**src/rtl/dap_pkg.sv**
```systemverilog
// ----------------------------------------------------------------------------
// dap_pkg
// Shared types and constants for the distance attenuation and stereo pan block.
// ----------------------------------------------------------------------------
package dap_pkg;

    localparam int CoordW  = 16;
    localparam int DiffW   = CoordW + 1;        // exact coordinate difference
    localparam int RadW    = 2 * DiffW;         // sum of two squares
    localparam int RootW   = DiffW;             // integer root of the sum
    localparam int RemW    = RootW + 3;         // root remainder with two new bits
    localparam int PanW    = 16;
    localparam int DistW   = 17;
    localparam int GainW   = 8;
    localparam int QuoW    = 8;                 // quotient bits, one per divide cell
    localparam int NumW    = GainW + DistW;     // dividend of both divisions
    localparam int DenW    = DistW;
    localparam int CfgIdxW = 2;
    localparam int CfgW    = 17;

    localparam int SqrtCells = RootW;
    localparam int DivCells  = QuoW;

    localparam logic [GainW-1:0]   FullGain   = 8'd255;
    localparam logic [PanW-1:0]    PanReset   = 16'd256;
    localparam logic [DistW-1:0]   DistReset  = 17'd1024;

    localparam logic [CfgIdxW-1:0] CfgPanFalloff  = 2'd0;
    localparam logic [CfgIdxW-1:0] CfgDistFalloff = 2'd1;

    typedef struct packed {
        logic [GainW-1:0]         base_volume;
        logic signed [CoordW-1:0] source_x;
        logic signed [CoordW-1:0] source_y;
        logic signed [CoordW-1:0] listener_x;
        logic signed [CoordW-1:0] listener_y;
    } t_in_item;

    typedef struct packed {
        logic [GainW-1:0] attenuated_volume;
        logic [GainW-1:0] left_gain;
        logic [GainW-1:0] right_gain;
    } t_out_item;

    typedef struct packed {
        logic [RadW-1:0]  rad;
        logic [RemW-1:0]  rem;
        logic [RootW-1:0] root;
    } t_sqrt_data;

    typedef struct packed {
        logic [NumW-1:0] rem;
        logic [DenW-1:0] den;
        logic [QuoW-1:0] quo;
    } t_div_data;

endpackage

```
**src/rtl/dap_sqrt_cell.sv**
```systemverilog
// ----------------------------------------------------------------------------
// dap_sqrt_cell
// One restoring square-root step: takes two radicand bits, yields one root bit.
// ----------------------------------------------------------------------------
module dap_sqrt_cell
    import dap_pkg::*;
(
    input  logic       i_clk,
    input  t_sqrt_data i_data,
    output t_sqrt_data o_data
);

    t_sqrt_data        n_data;
    t_sqrt_data        r_data;
    logic [RemW-1:0]   rem_sh;
    logic [RemW-1:0]   trial;

    always_comb begin
        rem_sh     = {i_data.rem[RemW-3:0], i_data.rad[RadW-1 -: 2]};
        trial      = {1'b0, i_data.root, 2'b01};
        n_data.rad = {i_data.rad[RadW-3:0], 2'b00};
        if (rem_sh >= trial) begin
            n_data.rem  = rem_sh - trial;
            n_data.root = {i_data.root[RootW-2:0], 1'b1};
        end else begin
            n_data.rem  = rem_sh;
            n_data.root = {i_data.root[RootW-2:0], 1'b0};
        end
    end

    always_ff @(posedge i_clk) begin
        r_data <= n_data;
    end

    assign o_data = r_data;

endmodule

```
**src/rtl/dap_div_cell.sv**
```systemverilog
// ----------------------------------------------------------------------------
// dap_div_cell
// One restoring division step: yields the quotient bit of weight 2**SHIFT.
// ----------------------------------------------------------------------------
module dap_div_cell
    import dap_pkg::*;
#(
    parameter int SHIFT = 0
) (
    input  logic      i_clk,
    input  t_div_data i_data,
    output t_div_data o_data
);

    t_div_data       n_data;
    t_div_data       r_data;
    logic [NumW-1:0] dsh;

    always_comb begin
        dsh        = NumW'(i_data.den) << SHIFT;
        n_data.den = i_data.den;
        if (i_data.rem >= dsh) begin
            n_data.rem = i_data.rem - dsh;
            n_data.quo = {i_data.quo[QuoW-2:0], 1'b1};
        end else begin
            n_data.rem = i_data.rem;
            n_data.quo = {i_data.quo[QuoW-2:0], 1'b0};
        end
    end

    always_ff @(posedge i_clk) begin
        r_data <= n_data;
    end

    assign o_data = r_data;

endmodule

```
**src/rtl/distance_attenuation_stereo_pan_top.sv**
```systemverilog
// ----------------------------------------------------------------------------
// distance_attenuation_stereo_pan_top
// Distance attenuation and left/right pan gains for one sound source per item.
// ----------------------------------------------------------------------------
// Usage:
//   Drive i_item and pulse i_start; the item transfers on every edge where
//   i_start is high (o_busy stays low, one item can enter each cycle).
//   Each item yields o_done high for one cycle with o_res; the
//   receiver must take it then, it cannot stall the block.
//   Throughput is one item per cycle. The pipeline is a row of cells:
//   3 stages (difference, squares, sum), 17 square-root cells (one root bit
//   each), 1 multiply stage, 8 divide cells (one quotient bit each, the
//   volume and the pan division side by side) and the output register.
//   Configuration: i_cfg_we writes i_cfg_wdata into register i_cfg_idx
//   (0 = pan falloff, 1 = distance falloff); other indexes are dropped.
//   Write only while no item is in flight.
//   Reset (synchronous, active low) empties the pipeline and restores the
//   falloffs to 256 and 1024.
// ----------------------------------------------------------------------------
module distance_attenuation_stereo_pan_top
    import dap_pkg::*;
(
    input  logic               i_clk,
    input  logic               i_rst_n,
    input  logic               i_start,
    input  t_in_item           i_item,
    output logic               o_busy,
    output logic               o_done,
    output t_out_item          o_res,
    input  logic               i_cfg_we,
    input  logic [CfgIdxW-1:0] i_cfg_idx,
    input  logic [CfgW-1:0]    i_cfg_wdata
);

    // configuration registers
    logic [PanW-1:0]  r_pan_fall;
    logic [DistW-1:0] r_dist_fall;

    always_ff @(posedge i_clk) begin
        if (!i_rst_n) begin
            r_pan_fall  <= PanReset;
            r_dist_fall <= DistReset;
        end else if (i_cfg_we) begin
            case (i_cfg_idx)
                CfgPanFalloff:  r_pan_fall  <= i_cfg_wdata[PanW-1:0];
                CfgDistFalloff: r_dist_fall <= i_cfg_wdata[DistW-1:0];
                default: ;
            endcase
        end
    end

    assign o_busy = 1'b0;

    // stage 1: exact differences and their magnitudes
    logic signed [DiffW-1:0] dx;
    logic signed [DiffW-1:0] dy;
    logic                    r1_vld;
    logic [GainW-1:0]        r1_vol;
    logic [DiffW-1:0]        r1_adx;
    logic [DiffW-1:0]        r1_ady;
    logic                    r1_pos;
    logic                    r1_neg;

    always_comb begin
        dx = DiffW'(i_item.source_x) - DiffW'(i_item.listener_x);
        dy = DiffW'(i_item.source_y) - DiffW'(i_item.listener_y);
    end

    always_ff @(posedge i_clk) begin
        if (!i_rst_n) begin
            r1_vld <= 1'b0;
        end else begin
            r1_vld <= i_start;
        end
        r1_vol <= i_item.base_volume;
        r1_adx <= dx[DiffW-1] ? -dx : dx;
        r1_ady <= dy[DiffW-1] ? -dy : dy;
        r1_pos <= !dx[DiffW-1] && (dx != '0);
        r1_neg <= dx[DiffW-1];
    end

    // stage 2: squares, and the pan dividend (zero at or beyond the falloff)
    logic              r2_vld;
    logic [GainW-1:0]  r2_vol;
    logic              r2_pos;
    logic              r2_neg;
    logic [RadW-1:0]   r2_sqx;
    logic [RadW-1:0]   r2_sqy;
    logic [NumW-1:0]   r2_pnum;
    logic [DenW-1:0]   r2_pden;
    logic [DiffW-1:0]  pan_ext;

    assign pan_ext = DiffW'(r_pan_fall);

    always_ff @(posedge i_clk) begin
        if (!i_rst_n) begin
            r2_vld <= 1'b0;
        end else begin
            r2_vld <= r1_vld;
        end
        r2_vol  <= r1_vol;
        r2_pos  <= r1_pos;
        r2_neg  <= r1_neg;
        r2_sqx  <= RadW'(r1_adx) * RadW'(r1_adx);
        r2_sqy  <= RadW'(r1_ady) * RadW'(r1_ady);
        r2_pnum <= (r1_adx >= pan_ext) ? '0
                   : NumW'(FullGain) * NumW'(pan_ext - r1_adx);
        r2_pden <= (pan_ext == '0) ? DenW'(1) : DenW'(pan_ext);
    end

    // stage 3: radicand
    logic             r3_vld;
    logic [GainW-1:0] r3_vol;
    logic             r3_pos;
    logic             r3_neg;
    logic [RadW-1:0]  r3_sum;
    logic [NumW-1:0]  r3_pnum;
    logic [DenW-1:0]  r3_pden;

    always_ff @(posedge i_clk) begin
        if (!i_rst_n) begin
            r3_vld <= 1'b0;
        end else begin
            r3_vld <= r2_vld;
        end
        r3_vol  <= r2_vol;
        r3_pos  <= r2_pos;
        r3_neg  <= r2_neg;
        r3_sum  <= r2_sqx + r2_sqy;
        r3_pnum <= r2_pnum;
        r3_pden <= r2_pden;
    end

    // square-root row, with the item's side data advancing next to it
    t_sqrt_data       sq_data [SqrtCells+1];
    logic             r_sq_vld  [SqrtCells+1];
    logic [GainW-1:0] r_sq_vol  [SqrtCells+1];
    logic             r_sq_pos  [SqrtCells+1];
    logic             r_sq_neg  [SqrtCells+1];
    logic [NumW-1:0]  r_sq_pnum [SqrtCells+1];
    logic [DenW-1:0]  r_sq_pden [SqrtCells+1];

    always_comb begin
        sq_data[0].rad = r3_sum;
        sq_data[0].rem = '0;
        sq_data[0].root = '0;
        r_sq_vld[0]  = r3_vld;
        r_sq_vol[0]  = r3_vol;
        r_sq_pos[0]  = r3_pos;
        r_sq_neg[0]  = r3_neg;
        r_sq_pnum[0] = r3_pnum;
        r_sq_pden[0] = r3_pden;
    end

    for (genvar k = 0; k < SqrtCells; k++) begin : g_sqrt
        dap_sqrt_cell u_cell (
            .i_clk  (i_clk),
            .i_data (sq_data[k]),
            .o_data (sq_data[k+1])
        );

        always_ff @(posedge i_clk) begin
            if (!i_rst_n) begin
                r_sq_vld[k+1] <= 1'b0;
            end else begin
                r_sq_vld[k+1] <= r_sq_vld[k];
            end
            r_sq_vol[k+1]  <= r_sq_vol[k];
            r_sq_pos[k+1]  <= r_sq_pos[k];
            r_sq_neg[k+1]  <= r_sq_neg[k];
            r_sq_pnum[k+1] <= r_sq_pnum[k];
            r_sq_pden[k+1] <= r_sq_pden[k];
        end
    end

    // multiply stage: volume dividend, zero at or beyond the distance falloff
    logic [RootW-1:0] src_dist;
    logic             r4_vld;
    logic [GainW-1:0] r4_vol;
    logic             r4_pos;
    logic             r4_neg;
    t_div_data        r4_att;
    t_div_data        r4_pan;

    assign src_dist = sq_data[SqrtCells].root;

    always_ff @(posedge i_clk) begin
        if (!i_rst_n) begin
            r4_vld <= 1'b0;
        end else begin
            r4_vld <= r_sq_vld[SqrtCells];
        end
        r4_vol     <= r_sq_vol[SqrtCells];
        r4_pos     <= r_sq_pos[SqrtCells];
        r4_neg     <= r_sq_neg[SqrtCells];
        r4_att.rem <= (src_dist >= r_dist_fall) ? '0
                      : NumW'(r_sq_vol[SqrtCells]) * NumW'(r_dist_fall - src_dist);
        r4_att.den <= (r_dist_fall == '0) ? DenW'(1) : r_dist_fall;
        r4_att.quo <= '0;
        r4_pan.rem <= r_sq_pnum[SqrtCells];
        r4_pan.den <= r_sq_pden[SqrtCells];
        r4_pan.quo <= '0;
    end

    // divide row: volume and pan quotients, most significant bit first
    t_div_data        dv_att [DivCells+1];
    t_div_data        dv_pan [DivCells+1];
    logic             r_dv_vld [DivCells+1];
    logic [GainW-1:0] r_dv_vol [DivCells+1];
    logic             r_dv_pos [DivCells+1];
    logic             r_dv_neg [DivCells+1];

    always_comb begin
        dv_att[0]   = r4_att;
        dv_pan[0]   = r4_pan;
        r_dv_vld[0] = r4_vld;
        r_dv_vol[0] = r4_vol;
        r_dv_pos[0] = r4_pos;
        r_dv_neg[0] = r4_neg;
    end

    for (genvar k = 0; k < DivCells; k++) begin : g_div
        dap_div_cell #(.SHIFT(DivCells - 1 - k)) u_att (
            .i_clk  (i_clk),
            .i_data (dv_att[k]),
            .o_data (dv_att[k+1])
        );

        dap_div_cell #(.SHIFT(DivCells - 1 - k)) u_pan (
            .i_clk  (i_clk),
            .i_data (dv_pan[k]),
            .o_data (dv_pan[k+1])
        );

        always_ff @(posedge i_clk) begin
            if (!i_rst_n) begin
                r_dv_vld[k+1] <= 1'b0;
            end else begin
                r_dv_vld[k+1] <= r_dv_vld[k];
            end
            r_dv_vol[k+1] <= r_dv_vol[k];
            r_dv_pos[k+1] <= r_dv_pos[k];
            r_dv_neg[k+1] <= r_dv_neg[k];
        end
    end

    // output register: near side full gain, far side the pan quotient
    logic             r_done;
    t_out_item        r_res;
    logic [GainW-1:0] r_out_vol;
    logic [GainW-1:0] far_gain;

    assign far_gain = dv_pan[DivCells].quo;

    always_ff @(posedge i_clk) begin
        if (!i_rst_n) begin
            r_done <= 1'b0;
        end else begin
            r_done <= r_dv_vld[DivCells];
        end
        r_out_vol               <= r_dv_vol[DivCells];
        r_res.attenuated_volume <= dv_att[DivCells].quo;
        r_res.left_gain         <= r_dv_pos[DivCells] ? far_gain : FullGain;
        r_res.right_gain        <= r_dv_neg[DivCells] ? far_gain : FullGain;
    end

    assign o_done = r_done;
    assign o_res  = r_res;

    // at most one side is attenuated
    a_one_far_side: assert property (@(posedge i_clk) disable iff (!i_rst_n)
        o_done |-> (o_res.left_gain == FullGain || o_res.right_gain == FullGain))
        else $error("both pan gains below full");

    // the attenuated volume never exceeds the base volume
    a_vol_bound: assert property (@(posedge i_clk) disable iff (!i_rst_n)
        o_done |-> (o_res.attenuated_volume <= r_out_vol))
        else $error("attenuated volume above base volume");

    // an item at the end of the divide row was valid in the multiply stage
    a_latency: assert property (@(posedge i_clk) disable iff (!i_rst_n)
        r_dv_vld[DivCells] |-> $past(r4_vld, DivCells))
        else $error("divide row lost track of an item");

endmodule
```
**config.mk**
```make
export PLATFORM = sky130hd
export DESIGN_NAME = distance_attenuation_stereo_pan_top
export DESIGN_NICKNAME = d
export VERILOG_FILES = /design/src/rtl/dap_pkg.sv /design/src/rtl/dap_sqrt_cell.sv /design/src/rtl/dap_div_cell.sv /design/src/rtl/distance_attenuation_stereo_pan_top.sv
export SDC_FILE = /design/constraint.sdc
export NUM_CORES = 2
export LEC_CHECK = 0
export BUFFER_PORTS_ARGS = -buffer_cell sky130_fd_sc_hd__buf_4
export CORE_MARGIN = 2
export CORE_UTILIZATION = 31
export DETAILED_ROUTE_END_ITERATION = 6
export MAX_ROUTING_LAYER = met4
export SLEW_MARGIN = 40
export SYNTH_ARGS = -nofsm -noshare
export SYNTH_HDL_FRONTEND = slang
export SYNTH_HIERARCHICAL = 1
export SYNTH_SLANG_ARGS = --single-unit
```
**constraint.sdc**
```tcl
create_clock -name i_clk -period 7.87 [get_ports i_clk]
set_clock_uncertainty 0.1 [all_clocks]
set_input_delay 1.1805 -clock i_clk [delete_from_list [all_inputs] [get_ports i_clk]]
set_output_delay 1.1805 -clock i_clk [all_outputs]
set_load 0.05 [all_outputs]
```
### Word-level counts from Yosys, hierarchy flattened

Index checks and enable logic that the tools add are counted.

* eq/ne operators: 1
* bitwise logic cells: 0
* shift operators: 0
* add/subtract/negate cells: 37
* order comparisons: 35
* reduce and logical (&&, ||, !) cells: 8
* mux-type cells: 49
* multipliers: 4
* divide/modulo/power cells: 0

Operators with widths (count)
* two-way mux 35 bit: 15
* two-way mux 25 bit: 14
* greater-or-equal comparator 20 x 19 -> 1 bit: 16
* subtractor 18 bit: 15
* multiplier 17 x 17 -> 34 bit: 2
* greater-or-equal comparator 25 x 17 -> 1 bit: 2
* greater-or-equal comparator 25 x 18 -> 1 bit: 2
* greater-or-equal comparator 25 x 19 -> 1 bit: 2
* greater-or-equal comparator 25 x 20 -> 1 bit: 2
* greater-or-equal comparator 25 x 21 -> 1 bit: 2
* greater-or-equal comparator 25 x 22 -> 1 bit: 2
* greater-or-equal comparator 25 x 23 -> 1 bit: 2
* subtractor 25 x 18 -> 25 bit: 2
* subtractor 25 x 19 -> 25 bit: 2
* subtractor 25 x 20 -> 25 bit: 2
* subtractor 25 x 21 -> 25 bit: 2
* subtractor 25 x 22 -> 25 bit: 2
* subtractor 25 x 23 -> 25 bit: 2
* adder 34 bit: 1
* zero test 17 bit: 2
* negation 17 bit: 2
* subtractor 16 x 16 -> 17 bit: 2
* two-way mux 16 bit: 2
* greater-or-equal comparator 25 x 16 -> 1 bit: 1
* 19 further kinds: 36

* bits in read-only memories: 0
* output and inout port bits: 26
* bits in writable memories: 0
* input port bits: 95
* logic and storage cells: 390
* flip-flop bits (word level): 2790
* bits in latches: 0
* memories: 0

### Logic depth before layout (Yosys ltp)

* depth after elaboration: 3
* depth in mapped cells: 30
* mapped depth without buffers: 30

### By module

The synthesis kept the hierarchy.

Modules (own cells, without submodules)
* distance_attenuation_stereo_pan_top: instances 1, sequential area each 26045.0 µm², area an instance 57064.7 µm², cells an instance 5147
* dap_sqrt_cell (g_sqrt[0].u_cell ...): instances 13, sequential area each 1381.3 µm², area an instance 2806.4 µm², cells an instance 263
* dap_sqrt_cell (g_sqrt[6].u_cell ...): instances 4, sequential area each 1381.3 µm², area an instance 2772.7 µm², cells an instance 250
* dap_div_cell (g_div[1].u_att ...): instances 2, sequential area each 1001.0 µm², area an instance 2454.9 µm², cells an instance 244
* dap_div_cell (g_div[6].u_att ...): instances 2, sequential area each 1001.0 µm², area an instance 2374.8 µm², cells an instance 253
* dap_div_cell (g_div[5].u_att ...): instances 2, sequential area each 1001.0 µm², area an instance 2372.3 µm², cells an instance 245
* dap_div_cell (g_div[7].u_att ...): instances 2, sequential area each 1001.0 µm², area an instance 2356.0 µm², cells an instance 251
* dap_div_cell (g_div[4].u_att ...): instances 2, sequential area each 1001.0 µm², area an instance 2290.9 µm², cells an instance 249
* dap_div_cell (g_div[0].u_att ...): instances 2, sequential area each 1001.0 µm², area an instance 2249.7 µm², cells an instance 220
* dap_div_cell (g_div[3].u_att ...): instances 2, sequential area each 1001.0 µm², area an instance 2232.1 µm², cells an instance 235
* dap_div_cell (g_div[2].u_att): instances 1, sequential area each 1001.0 µm², area an instance 2250.9 µm², cells an instance 243
* dap_div_cell (g_div[2].u_pan): instances 1, sequential area each 1001.0 µm², area an instance 2175.8 µm², cells an instance 228

### Worst setup path after synthesis

Ideal clock, no wire load.

* path kind: register to register
* start point: register r1_adx[1]
* end point: register r2_pnum[24]
* setup time: 132 ps
* data arrival time: 6779 ps
* required time: 7638 ps
* setup slack: 858 ps
* path buffers: 1
* stages on the path, launching flop included: 29
* clock period less this slack: 7012 ps
* path through: dfxtp_1 clkbuf_1 clkinv_1 ha_1 nor2b_1 o31a_1 o31ai_1 a31oi_1 a21o_1 a21o_1 a21o_1 a21oi_1 xnor2_1 fa_1 fa_1 fa_1 inv_1 fa_1 inv_1 ha_1 a21o_1 a21o_1 a21o_1 o21ai_0 o211ai_1 a41oi_1 xnor2_1 a21o_1 a21oi_1

* cells in the longest elaborated chain, start to end: 2
* elaborated cells between the ends (all ways): 3
* those cells by class: add/sub (1); mul (1); order compare (1)

Ends and longest elaborated chain
* start: declaration: RTL line distance_attenuation_stereo_pan_top.sv:59 `logic [DiffW-1:0] r1_adx;`
* start signal: assignment: RTL line distance_attenuation_stereo_pan_top.sv:76 `r1_adx <= dx[DiffW-1] ? -dx : dx;`
* subtractor 16 x 17 -> 18 bit: RTL line distance_attenuation_stereo_pan_top.sv:107 `: NumW'(FullGain) * NumW'(pan_ext - r1_adx);`
* multiplier 9 x 18 -> 25 bit: RTL line distance_attenuation_stereo_pan_top.sv:107
* end signal: assignment: RTL line distance_attenuation_stereo_pan_top.sv:106 `r2_pnum <= (r1_adx >= pan_ext) ? '0`
* end: declaration: RTL line distance_attenuation_stereo_pan_top.sv:89 `logic [NumW-1:0] r2_pnum;`

Parallel ways exist; a longest one is shown, timed or not.
A chain may end at the register's enable or synchronous reset.

### Final worst setup path

* start point: register r1_adx[2]
* end point: register r2_pnum[24]

The elaborated chain is that of the path after synthesis.

==> results_dict.tcl <==
set metrics [dict create \
    initial_core_util_pct 31.18 \
    crit_start "r1_adx[2]$_DFF_P_" \
    max_freq_mhz 137.4 \
    hold_path.class "flip-flop to flip-flop" \
    ys_warn_count 6 \
    r2r-start "r1_adx[2]$_DFF_P_" \
    firstDrtPassIters 6 \
    crit_fanout 8 \
    multiInputGateArea_um2 63200 \
    grtUsageTotal_pct 12.43 \
    routed_wl_um 257300 \
    drive_gt1_share_pct 9.803 \
    clock-sinks 2810 \
    drtIter0Drc 4117 \
    cts_buffers 299 \
    post-route-period-util_pct 92.49 \
    hold_buffers 0 \
    die_w_um 646.3 \
    path_clk_slew_ps 70 \
    cts_root_buf "clkbuf_16" \
    worstPathArrival_ps 7980 \
    gp_congestion 0.8882 \
    cts.repair.resized 0 \
    final_cell_mix "dfxtp_1 (2,807), inv_1 (1,748), ha_1 (1,006)" \
    clock_latency_ps 910 \
    grt_max_degree 64 \
    cts_tree "yes" \
    final-setup-viol-count 0 \
    start_kind "flip-flop" \
    dieArea_um2 417700 \
    status "finished clean" \
    hold_path_startpoint "r2_pnum[24]$_SDFF_PP0_" \
    die_h_um 646.3 \
    ant_nets 0 \
    rows 235 \
    cp-end-kind "flip-flop" \
    post-cts-setup-buffer-count 0 \
    maxSlewViolCount 0 \
    io_pins 121 \
    drcViolationCount 0 \
    routed_via_density 4.437 \
    rsz0062_at_grt "no" \
    num_vias 80650 \
    fin_nets 14180 \
    avgRoutedWirePerCell_um 14.15 \
    grt_antenna_before_repair 19 \
    finalCriticalPeriod_ps 7279 \
    dp_hpwl_um 201600 \
    slew_headroom_pct 43.13 \
    critPathKind "flip-flop to flip-flop" \
    grt_overflow 0 \
    synth_cells 12290 \
    drv_cap 0 \
    finalHoldViolations 0 \
    htreeDepth 5 \
    setup_tns_ps 0 \
    core-area_um2 410200 \
    worst_pin_slew_ps 851.9 \
    grt_pass1_vias 80440 \
    syn-cell-area_um2 127900 \
    port_buffers 119 \
    cts_buffer_depth 4 \
    required_ps 8570 \
    layout_commonest_cell "dfxtp_1" \
    areaGrowthSynthToFinish_pct 13.02 \
    grt_pass1_wl_um 415700 \
    avgSynthCellArea_um2 10.40 \
    final-seq-area_um2 56260 \
    fillCellCount 40730 \
]
## sequential cells by signal (all words and copies together), names as in the netlist, 41 cells and up
register              flops
g_sqrt.u_cell/o_data    849
r_sq_pnum               425
g_div.u_att/o_data      330
g_div.u_pan/o_data      330
r_sq_pden               272
r_sq_vol                136
dv_att                   42
dv_pan                   41
## final timing paths
check | to | slack, ps | depth (start not counted)
setup / recovery | r2_pnum[24]$_SDFF_PP0_ | 590 | 27
hold reg to reg | r3_pnum[24]$_DFF_P_ | 190 | 0
setup reg to reg | r2_pnum[24]$_SDFF_PP0_ | 590 | 27
hold / removal | r3_pnum[24]$_DFF_P_ | 190 | 0
## per-layer routing
metal	track usage, %	up-vias	part of all wire, %
met5	-	-	0
met4	4.130	0	3.4
met3	1.916	502	4.4
met2	20.94	1503	47
met1	15.17	37660	45
li1	-	40990	-
## area by class of cell
| class | count | area share (%) |
|---|---|---|
| Multi-Input combinational cell | 7429 | 43.72 |
| Sequential cell | 2810 | 38.92 |
| Clock buffer | 407 | 5.931 |
| Tap cell | 5451 | 4.718 |
| Inverter | 1761 | 4.581 |
| Clock inverter | 129 | 1.125 |
| Timing Repair Buffer | 185 | 0.9902 |
| Antenna cell | 7 | 0.01212 |
## stage by stage
stage / instance area, µm² / std cells / hold slack [ps] / worst slack [ps] / util [%]
after global placement: 134200 / 17630 / 209.6 / 652.9 / 32.72
final: 144600 / 18180 / 193.6 / 591.1 / 35.24
after CTS: 144500 / 18170 / 194.6 / 585.5 / 35.23
after floorplan: 128200 / 12360 / 209.6 / 858.3 / -
after global routing: 144500 / 18180 / 196.8 / 10.25 / 35.24
after detailed placement: 134300 / 17640 / 212.1 / 662.7 / 32.74
## worst max-delay path: stages, from the launching register on
cell and delay, ps:
dfxtp_1 310, inv_1 240, ha_1 350, o21a_1 210, o31a_1 130, o31ai_1 350
a31oi_1 230, a21o_1 230, a21o_1 190, a21o_1 190, a21oi_1 170, xnor2_1 330
fa_1 570, fa_1 490, fa_1 540, inv_1 50, fa_1 480, inv_1 40
ha_1 320, a21o_1 210, a21o_1 170, a21o_1 200, o21ai_0 210, o211ai_1 180
a41oi_1 270, xnor2_1 170, nand3_1 100, a21oi_1 140
Power is left out: the tool's default activity adds up to more than one toggle a clock period on the data nets, which glitch-free logic cannot reach.
